## src/rhc_pkg.sv

```systemverilog
// ----------------------------------------------------------------------------
// rhc_pkg
// Shared widths, beat types and divider request/response types for the
// rgb to hsl converter.
// ----------------------------------------------------------------------------
`default_nettype none

package rhc_pkg;

  localparam int CHANNEL_BITS = 8;
  localparam int HUE_BITS     = 16;
  localparam int SAT_BITS     = 16;

  localparam int LIGHT_BITS = CHANNEL_BITS + 1;
  localparam int NUM_BITS   = CHANNEL_BITS + 4;
  localparam int HDEN_BITS  = CHANNEL_BITS + 3;
  localparam int SQ_BITS    = SAT_BITS + 1;
  localparam int HQ_BITS    = HUE_BITS + 1;

  localparam int DIV_STEPS = (HUE_BITS > SAT_BITS) ? HUE_BITS : SAT_BITS;
  // accept edge to result-taking edge
  localparam int PIPE_LAT  = DIV_STEPS + 5;

  localparam logic [CHANNEL_BITS-1:0] FULL     = {CHANNEL_BITS{1'b1}};
  localparam logic [LIGHT_BITS-1:0]   FULL_TWO = {FULL, 1'b0};

  typedef struct packed {
    logic [CHANNEL_BITS-1:0] red_in;
    logic [CHANNEL_BITS-1:0] green_in;
    logic [CHANNEL_BITS-1:0] blue_in;
  } pixel_t;

  typedef struct packed {
    logic [HUE_BITS-1:0]   hue_out;
    logic [SAT_BITS-1:0]   saturation_out;
    logic [LIGHT_BITS-1:0] lightness_twice;
  } hsl_t;

  typedef struct packed {
    logic [CHANNEL_BITS-1:0] sat_num;
    logic [CHANNEL_BITS-1:0] sat_den;
    logic [HDEN_BITS-1:0]    hue_num;
    logic [HDEN_BITS-1:0]    hue_den;
    logic                    sat_zero;
    logic                    hue_zero;
    logic [LIGHT_BITS-1:0]   light;
  } div_req_t;

  typedef struct packed {
    logic [SQ_BITS-1:0]    sat_q;
    logic [HQ_BITS-1:0]    hue_q;
    logic                  sat_zero;
    logic                  hue_zero;
    logic [LIGHT_BITS-1:0] light;
  } div_rsp_t;

endpackage

`default_nettype wire

```

## src/rhc_div_pipe.sv

```systemverilog
// ----------------------------------------------------------------------------
// rhc_div_pipe
// Pipelined restoring divider with two lanes, saturation and hue, one
// quotient bit per lane per stage.
// ----------------------------------------------------------------------------
`default_nettype none

module rhc_div_pipe (
  input  wire logic             clk,
  input  wire logic             rst_n,
  input  wire logic             req_valid,
  input  wire rhc_pkg::div_req_t req,
  output logic                  rsp_valid,
  output rhc_pkg::div_rsp_t     rsp
);

  typedef struct packed {
    logic [rhc_pkg::CHANNEL_BITS-1:0] sat_rem;
    logic [rhc_pkg::CHANNEL_BITS-1:0] sat_den;
    logic [rhc_pkg::SQ_BITS-1:0]      sat_q;
    logic [rhc_pkg::HDEN_BITS-1:0]    hue_rem;
    logic [rhc_pkg::HDEN_BITS-1:0]    hue_den;
    logic [rhc_pkg::HQ_BITS-1:0]      hue_q;
    logic                             sat_zero;
    logic                             hue_zero;
    logic [rhc_pkg::LIGHT_BITS-1:0]   light;
  } stage_t;

  logic   v_r  [rhc_pkg::DIV_STEPS+1];
  stage_t st_r [rhc_pkg::DIV_STEPS+1];
  stage_t st0_nxt;

  // top quotient bit: plain compare, no shift
  always_comb begin
    st0_nxt.sat_den  = req.sat_den;
    st0_nxt.hue_den  = req.hue_den;
    st0_nxt.sat_zero = req.sat_zero;
    st0_nxt.hue_zero = req.hue_zero;
    st0_nxt.light    = req.light;
    if (req.sat_num >= req.sat_den) begin
      st0_nxt.sat_rem = req.sat_num - req.sat_den;
      st0_nxt.sat_q   = {{(rhc_pkg::SQ_BITS-1){1'b0}}, 1'b1};
    end else begin
      st0_nxt.sat_rem = req.sat_num;
      st0_nxt.sat_q   = '0;
    end
    if (req.hue_num >= req.hue_den) begin
      st0_nxt.hue_rem = req.hue_num - req.hue_den;
      st0_nxt.hue_q   = {{(rhc_pkg::HQ_BITS-1){1'b0}}, 1'b1};
    end else begin
      st0_nxt.hue_rem = req.hue_num;
      st0_nxt.hue_q   = '0;
    end
  end

  always_ff @(posedge clk) begin
    if (!rst_n) begin
      v_r[0] <= 1'b0;
    end else begin
      v_r[0] <= req_valid;
    end
    st_r[0] <= st0_nxt;
  end

  for (genvar k = 1; k <= rhc_pkg::DIV_STEPS; k++) begin : g_step
    stage_t                         stp_nxt;
    logic [rhc_pkg::CHANNEL_BITS:0] sat_sh;
    logic [rhc_pkg::CHANNEL_BITS:0] sat_diff;
    logic [rhc_pkg::HDEN_BITS:0]    hue_sh;
    logic [rhc_pkg::HDEN_BITS:0]    hue_diff;

    always_comb begin
      stp_nxt  = st_r[k-1];
      sat_sh   = {st_r[k-1].sat_rem, 1'b0};
      sat_diff = sat_sh - {1'b0, st_r[k-1].sat_den};
      hue_sh   = {st_r[k-1].hue_rem, 1'b0};
      hue_diff = hue_sh - {1'b0, st_r[k-1].hue_den};
      if (k <= rhc_pkg::SAT_BITS) begin
        if (sat_sh >= {1'b0, st_r[k-1].sat_den}) begin
          stp_nxt.sat_rem = sat_diff[rhc_pkg::CHANNEL_BITS-1:0];
          stp_nxt.sat_q   = {st_r[k-1].sat_q[rhc_pkg::SQ_BITS-2:0], 1'b1};
        end else begin
          stp_nxt.sat_rem = sat_sh[rhc_pkg::CHANNEL_BITS-1:0];
          stp_nxt.sat_q   = {st_r[k-1].sat_q[rhc_pkg::SQ_BITS-2:0], 1'b0};
        end
      end
      if (k <= rhc_pkg::HUE_BITS) begin
        if (hue_sh >= {1'b0, st_r[k-1].hue_den}) begin
          stp_nxt.hue_rem = hue_diff[rhc_pkg::HDEN_BITS-1:0];
          stp_nxt.hue_q   = {st_r[k-1].hue_q[rhc_pkg::HQ_BITS-2:0], 1'b1};
        end else begin
          stp_nxt.hue_rem = hue_sh[rhc_pkg::HDEN_BITS-1:0];
          stp_nxt.hue_q   = {st_r[k-1].hue_q[rhc_pkg::HQ_BITS-2:0], 1'b0};
        end
      end
    end

    always_ff @(posedge clk) begin
      if (!rst_n) begin
        v_r[k] <= 1'b0;
      end else begin
        v_r[k] <= v_r[k-1];
      end
      st_r[k] <= stp_nxt;
    end
  end

  assign rsp_valid    = v_r[rhc_pkg::DIV_STEPS];
  assign rsp.sat_q    = st_r[rhc_pkg::DIV_STEPS].sat_q;
  assign rsp.hue_q    = st_r[rhc_pkg::DIV_STEPS].hue_q;
  assign rsp.sat_zero = st_r[rhc_pkg::DIV_STEPS].sat_zero;
  assign rsp.hue_zero = st_r[rhc_pkg::DIV_STEPS].hue_zero;
  assign rsp.light    = st_r[rhc_pkg::DIV_STEPS].light;

endmodule

`default_nettype wire

```

## src/rgb_to_hsl_converter_unit.sv

```systemverilog
// ----------------------------------------------------------------------------
// rgb_to_hsl_converter_unit
// Converts one rgb pixel a cycle into hue, saturation and doubled lightness.
//
//   channel  ports                      direction  handshake
//   input    start, busy, in_data       in         start && !busy
//   result   out_valid, out_data        out        out_valid strobe, 1 cycle
//
// one pixel accepted every cycle; busy is never raised
// pipeline: three front stages, 17 divider stages, output register
// the divider pipeline gives one quotient bit per stage on both lanes
// synchronous active-low reset clears all valid bits, beats in flight are lost
// the receiver takes every result in its strobe cycle
// ----------------------------------------------------------------------------
`default_nettype none

module rgb_to_hsl_converter_unit (
  input  wire logic            clk,
  input  wire logic            rst_n,
  input  wire logic            start,
  output logic                 busy,
  input  wire rhc_pkg::pixel_t in_data,
  output logic                 out_valid,
  output rhc_pkg::hsl_t        out_data
);

  localparam logic [1:0] SEC_RED   = 2'd0;
  localparam logic [1:0] SEC_GREEN = 2'd1;
  localparam logic [1:0] SEC_BLUE  = 2'd2;

  localparam int CB = rhc_pkg::CHANNEL_BITS;
  localparam int NB = rhc_pkg::NUM_BITS;

  logic accept;

  // stage 1: min, max, sector
  logic          s1_v_r;
  logic [CB-1:0] s1_r_r, s1_g_r, s1_b_r, s1_mx_r, s1_mn_r;
  logic [1:0]    s1_sec_r;
  logic [CB-1:0] mx_nxt, mn_nxt;
  logic [1:0]    sec_nxt;

  // stage 2: delta, sum, raw hue numerator
  logic                  s2_v_r;
  logic [CB-1:0]         s2_delta_r;
  logic [CB:0]           s2_sum_r;
  logic signed [NB-1:0]  s2_num_r;
  logic [CB-1:0]         delta_nxt;
  logic [CB:0]           sum_nxt;
  logic signed [NB-1:0]  num_nxt;
  logic signed [NB-1:0]  r_x, g_x, b_x, d_x;

  // stage 3: wrap, divisors, special cases
  logic                  req_v_r;
  rhc_pkg::div_req_t     req_r;
  rhc_pkg::div_req_t     req_nxt;
  logic signed [NB-1:0]  d6_x, num_wrap;
  logic [CB:0]           den_full;

  rhc_pkg::div_rsp_t     rsp;
  logic                  rsp_valid;

  logic                  out_valid_r;
  rhc_pkg::hsl_t         out_data_r;
  rhc_pkg::hsl_t         out_nxt;

  assign busy   = 1'b0;
  assign accept = start && !busy;

  always_comb begin
    mx_nxt = in_data.red_in;
    mn_nxt = in_data.red_in;
    if (in_data.green_in > mx_nxt) mx_nxt = in_data.green_in;
    if (in_data.blue_in > mx_nxt)  mx_nxt = in_data.blue_in;
    if (in_data.green_in < mn_nxt) mn_nxt = in_data.green_in;
    if (in_data.blue_in < mn_nxt)  mn_nxt = in_data.blue_in;
    if (mx_nxt == in_data.red_in && mx_nxt != in_data.green_in) begin
      sec_nxt = SEC_RED;
    end else if (mx_nxt == in_data.green_in && mx_nxt != in_data.blue_in) begin
      sec_nxt = SEC_GREEN;
    end else begin
      sec_nxt = SEC_BLUE;
    end
  end

  always_ff @(posedge clk) begin
    if (!rst_n) begin
      s1_v_r <= 1'b0;
    end else begin
      s1_v_r <= accept;
    end
    s1_r_r   <= in_data.red_in;
    s1_g_r   <= in_data.green_in;
    s1_b_r   <= in_data.blue_in;
    s1_mx_r  <= mx_nxt;
    s1_mn_r  <= mn_nxt;
    s1_sec_r <= sec_nxt;
  end

  always_comb begin
    delta_nxt = s1_mx_r - s1_mn_r;
    sum_nxt   = {1'b0, s1_mx_r} + {1'b0, s1_mn_r};
    r_x = signed'({{(NB-CB){1'b0}}, s1_r_r});
    g_x = signed'({{(NB-CB){1'b0}}, s1_g_r});
    b_x = signed'({{(NB-CB){1'b0}}, s1_b_r});
    d_x = signed'({{(NB-CB){1'b0}}, delta_nxt});
    case (s1_sec_r)
      SEC_RED:   num_nxt = g_x - b_x;
      SEC_GREEN: num_nxt = (d_x <<< 1) + b_x - r_x;
      default:   num_nxt = (d_x <<< 2) + r_x - g_x;
    endcase
  end

  always_ff @(posedge clk) begin
    if (!rst_n) begin
      s2_v_r <= 1'b0;
    end else begin
      s2_v_r <= s1_v_r;
    end
    s2_delta_r <= delta_nxt;
    s2_sum_r   <= sum_nxt;
    s2_num_r   <= num_nxt;
  end

  always_comb begin
    d6_x     = signed'({{(NB-CB){1'b0}}, s2_delta_r});
    d6_x     = (d6_x <<< 2) + (d6_x <<< 1);
    num_wrap = (s2_num_r < 0) ? (s2_num_r + d6_x) : s2_num_r;
    den_full = (s2_sum_r < {1'b0, rhc_pkg::FULL}) ? s2_sum_r
                                                  : (rhc_pkg::FULL_TWO - s2_sum_r);
    req_nxt.sat_num  = s2_delta_r;
    req_nxt.sat_den  = den_full[CB-1:0];
    req_nxt.hue_num  = num_wrap[rhc_pkg::HDEN_BITS-1:0];
    req_nxt.hue_den  = d6_x[rhc_pkg::HDEN_BITS-1:0];
    req_nxt.sat_zero = (s2_sum_r == '0) || (s2_sum_r == rhc_pkg::FULL_TWO);
    req_nxt.hue_zero = (s2_delta_r == '0);
    req_nxt.light    = s2_sum_r;
  end

  always_ff @(posedge clk) begin
    if (!rst_n) begin
      req_v_r <= 1'b0;
    end else begin
      req_v_r <= s2_v_r;
    end
    req_r <= req_nxt;
  end

  rhc_div_pipe u_div (
    .clk       (clk),
    .rst_n     (rst_n),
    .req_valid (req_v_r),
    .req       (req_r),
    .rsp_valid (rsp_valid),
    .rsp       (rsp)
  );

  always_comb begin
    out_nxt.lightness_twice = rsp.light;
    if (rsp.hue_zero) begin
      out_nxt.hue_out = '0;
    end else begin
      out_nxt.hue_out = rsp.hue_q[rhc_pkg::HUE_BITS-1:0];
    end
    if (rsp.sat_zero) begin
      out_nxt.saturation_out = '0;
    end else if (rsp.sat_q[rhc_pkg::SAT_BITS]) begin
      out_nxt.saturation_out = '1;
    end else begin
      out_nxt.saturation_out = rsp.sat_q[rhc_pkg::SAT_BITS-1:0];
    end
  end

  always_ff @(posedge clk) begin
    if (!rst_n) begin
      out_valid_r <= 1'b0;
    end else begin
      out_valid_r <= rsp_valid;
    end
    out_data_r <= out_nxt;
  end

  assign out_valid = out_valid_r;
  assign out_data  = out_data_r;

endmodule

`default_nettype wire

```

## config.mk

```make
export PLATFORM = sky130hd
export DESIGN_NAME = rgb_to_hsl_converter_unit
export DESIGN_NICKNAME = d
export VERILOG_FILES = /design/src/rhc_pkg.sv /design/src/rhc_div_pipe.sv /design/src/rgb_to_hsl_converter_unit.sv
export SDC_FILE = /design/constraint.sdc
export NUM_CORES = 2
export LEC_CHECK = 0
export BUFFER_PORTS_ARGS = -buffer_cell sky130_fd_sc_hd__buf_2
export CORE_MARGIN = 2
export CORE_UTILIZATION = 35
export DETAILED_ROUTE_END_ITERATION = 7
export PLACE_DENSITY = 0.57
export SETUP_SLACK_MARGIN = 0.1
export SLEW_MARGIN = 20
export SYNTH_ARGS = -nofsm -noshare
export SYNTH_HDL_FRONTEND = slang
export SYNTH_SLANG_ARGS = --single-unit
```

## constraint.sdc

```tcl
create_clock -name clk -period 8.6 [get_ports clk]
set_input_delay 1.72 -clock clk [delete_from_list [all_inputs] [get_ports clk]]
set_output_delay 1.72 -clock clk [all_outputs]
set_load 0.03 [all_outputs]
```

==> run summary <==
post-layout min period: 5.76 ns
diode count: 0
P&R area growth vs syn: 14.5%
ys async rst share: 0%
DRC Markers: 0
RSZ-0062 raised after global routing: no
Setup Buffers After CTS: 0
Max-cap violations: 0
dominant synthesized flop cell: dfxtp_1
initial DRC count: 966
max incr delay on CP: 0.54 ns
Fin. Hold Viols: 0
Final period util: 67.0%
fill count: 12000
status: finished, final reports clean
crit end category: flop
skew final: 0.0602 ns
share of layout cells above drive strength 1: 10.4%
slowest CP cell: nand2_1
Port-buffer cells: 68
die area: 0.129 mm²
global route overflow: 0
Hold Crit Class: reg -> reg
drt first pass iters: 5
CTS Sinks: 1198
Fmax achieved: 0.174 GHz
Rel. slew slack: 29.3%
Seq/Total Area, Yosys: 54.2%
final WL: 76900 µm
initial antenna violation count: 3
remaining antenna violation count: 0
CTS tree: done
EDFF count, synth: 0
setup TNS: 0 ns
clk_lat worst skew: 0.74 ns
deepest clock path buffer count: 3
kind of critical path: in -> reg
Top Ports: 70
largest net degree at the start of global routing: 24
post-synth top area share: 54.2%
worst-margin pin slew: 1.06 ns
Rows: 130
Worst path most repeated cell: ha_1
Slew Limit Fails: 0
Setup crit start kind: input pin
final estimated routing congestion in global placement: 0.810
global-route wire length before repair: 129000 µm
Synth Warn #: 0
most frequent cells in the layout: 1198 x dfxtp_1, 493 x inv_1, 397 x ha_1
Final Setup Violations: 0
die height: 360 µm
library cells used by synthesis: 78
DR WL/cell: 12.9 µm
Hold-fix buffers, CTS: 0
WP data arrival: 6.39 ns
starting density of the core: 35.2%
DR vias: 26400
root buffer cell: clkbuf_16
H-tree depth: 3
critical path, cell by cell: buf_2, inv_1, ha_1, and4_1, o21ai_2, o21ai_4, mux2i_1, ha_1, and3_1, o21a_1, o31a_1, nand2_1, a211oi_1, nor4_1, nand4_1, a311oi_2, a21oi_1
CTS buffer count: 120
drt via density: 4.44
ranking of synthesized cells by area: dfxtp_1 54%, ha_1 11%, inv_1 4.2%, xnor2_1 3.4%, mux2_2 2.7%
via count of the first global-routing pass: 26800
GRT Total Usage: 12.0%
commonest non-fill, non-tap cell in the layout: dfxtp_1
Synth Register Bits: 1198
Cells after Synth: 4054
die width: 360 µm
Clock transition at path regs: 0.07 ns
Max FO, Critical Path: 18
Mapped Area: 0.0442 mm²
Syn Area/Cell: 10.9 µm²
core area: 0.126 mm²
Resize count post-CTS: 0
Worst Path Required: 9.23 ns
Final nets: 4680
top cell type by total area after synthesis: dfxtp_1
detailed placer's ending HPWL: 58000 µm
-- layout make-up --
| class | instances | area, µm² | area share (%) |
|---|---|---|---|
| multi-input cells | 2319 | 18300 | 36.1 |
| well taps | 1650 | 2060 | 4.07 |
| clock buffers | 157 | 3390 | 6.69 |
| repair buffers | 72 | 370 | 0.731 |
| clock inverters | 61 | 737 | 1.45 |
| inverters | 493 | 1850 | 3.65 |
| flip-flops and latches | 1198 | 24000 | 47.3 |
-- final timing paths --
path	from	end	cells past startpoint	slack (ns)
worst max register to register	s1_mx_r[1]	s2_num_r[10]	17	4.71
worst min-delay path	u_div.st_r[0][841]	u_div.st_r[0][925]	0	0.28
worst min register to register	u_div.st_r[0][841]	u_div.st_r[0][925]	0	0.28
worst max-delay path	in_data[22]	s1_sec_r[1]	17	2.84
-- state kept, by name, indices dropped and copies added (netlist names), 8 cells and up, named ones only --
signal and flops:
s1_r_r 8, s1_mn_r 8, u_div.v_r 17, s2_num_r 12, s2_sum_r 9, u_div.st_r 1020, s1_b_r 8, req_r 45
out_data 41, s1_g_r 8, s1_mx_r 8
-- cell families (layout without fill, tap and decap cells) --
logic type               Yosys count  count (layout)  share of synthesized area, %
flip-flops                      1198            1198                          54.2
AND/OR/NAND/NOR                  745             745                          8.48
AO/OA/AOI/OAI                    707             707                          9.95
buffers and inverters            538             783                          4.63
adder cells (fa/ha/maj)          449             449                          13.6
XOR/XNOR                         248             248                          4.91
multiplexers                     168             168                          4.24
other                              1               2                       0.00848
-- worst max-delay path, delay by kind of cell --
family | cells | cell delay (ns)
mux | 1 | 0.52
buf+inv | 2 | 0.26
simple gates | 5 | 1.64
compound gates | 7 | 1.61
fa+ha+maj | 2 | 0.64
-- synthesized netlist by cell type (32+ instances only) --
library cell  instances
mux2_2              108
clkbuf_1             32
fa_1                 52
mux2i_1              32
nand3_1              42
ha_1                397
xnor2_1             173
nor2b_1              88
a21boi_0             33
a21oi_1             223
a21o_1               92
o21ai_0             150
nor2_1              247
dfxtp_1            1198
nand2b_1             69
xor2_1               75
and2_1               44
nand2_1             116
nand4_1              47
inv_1               493
-- layer usage --
metal  routed length (µm)  global-route usage (%)  up-vias
met5                    0                       0        -
met3                 2600                    2.22      156
met4                 2430                    4.93        0
met2                37500                    21.4      297
met1                34400                    14.1    12200
li1                     -                       -    13800
-- stage by stage --
step                utilization (%)  hold slack [ns]  cell area [µm²]  worst slack, ns  cells
global placement               37.0            0.310            46500             2.06   5732
detailed placement             37.0            0.312            46500             2.16   5732
global route                   40.4            0.289            50700             2.58   5950
finish                         40.4            0.280            50700             2.84   5950
CTS                            40.3            0.277            50600             2.96   5950
floorplan                         -            0.310            44200             3.57   4055
Power is left out: the tool's default activity adds up to more than one toggle a clock period on the data nets, which glitch-free logic cannot reach.
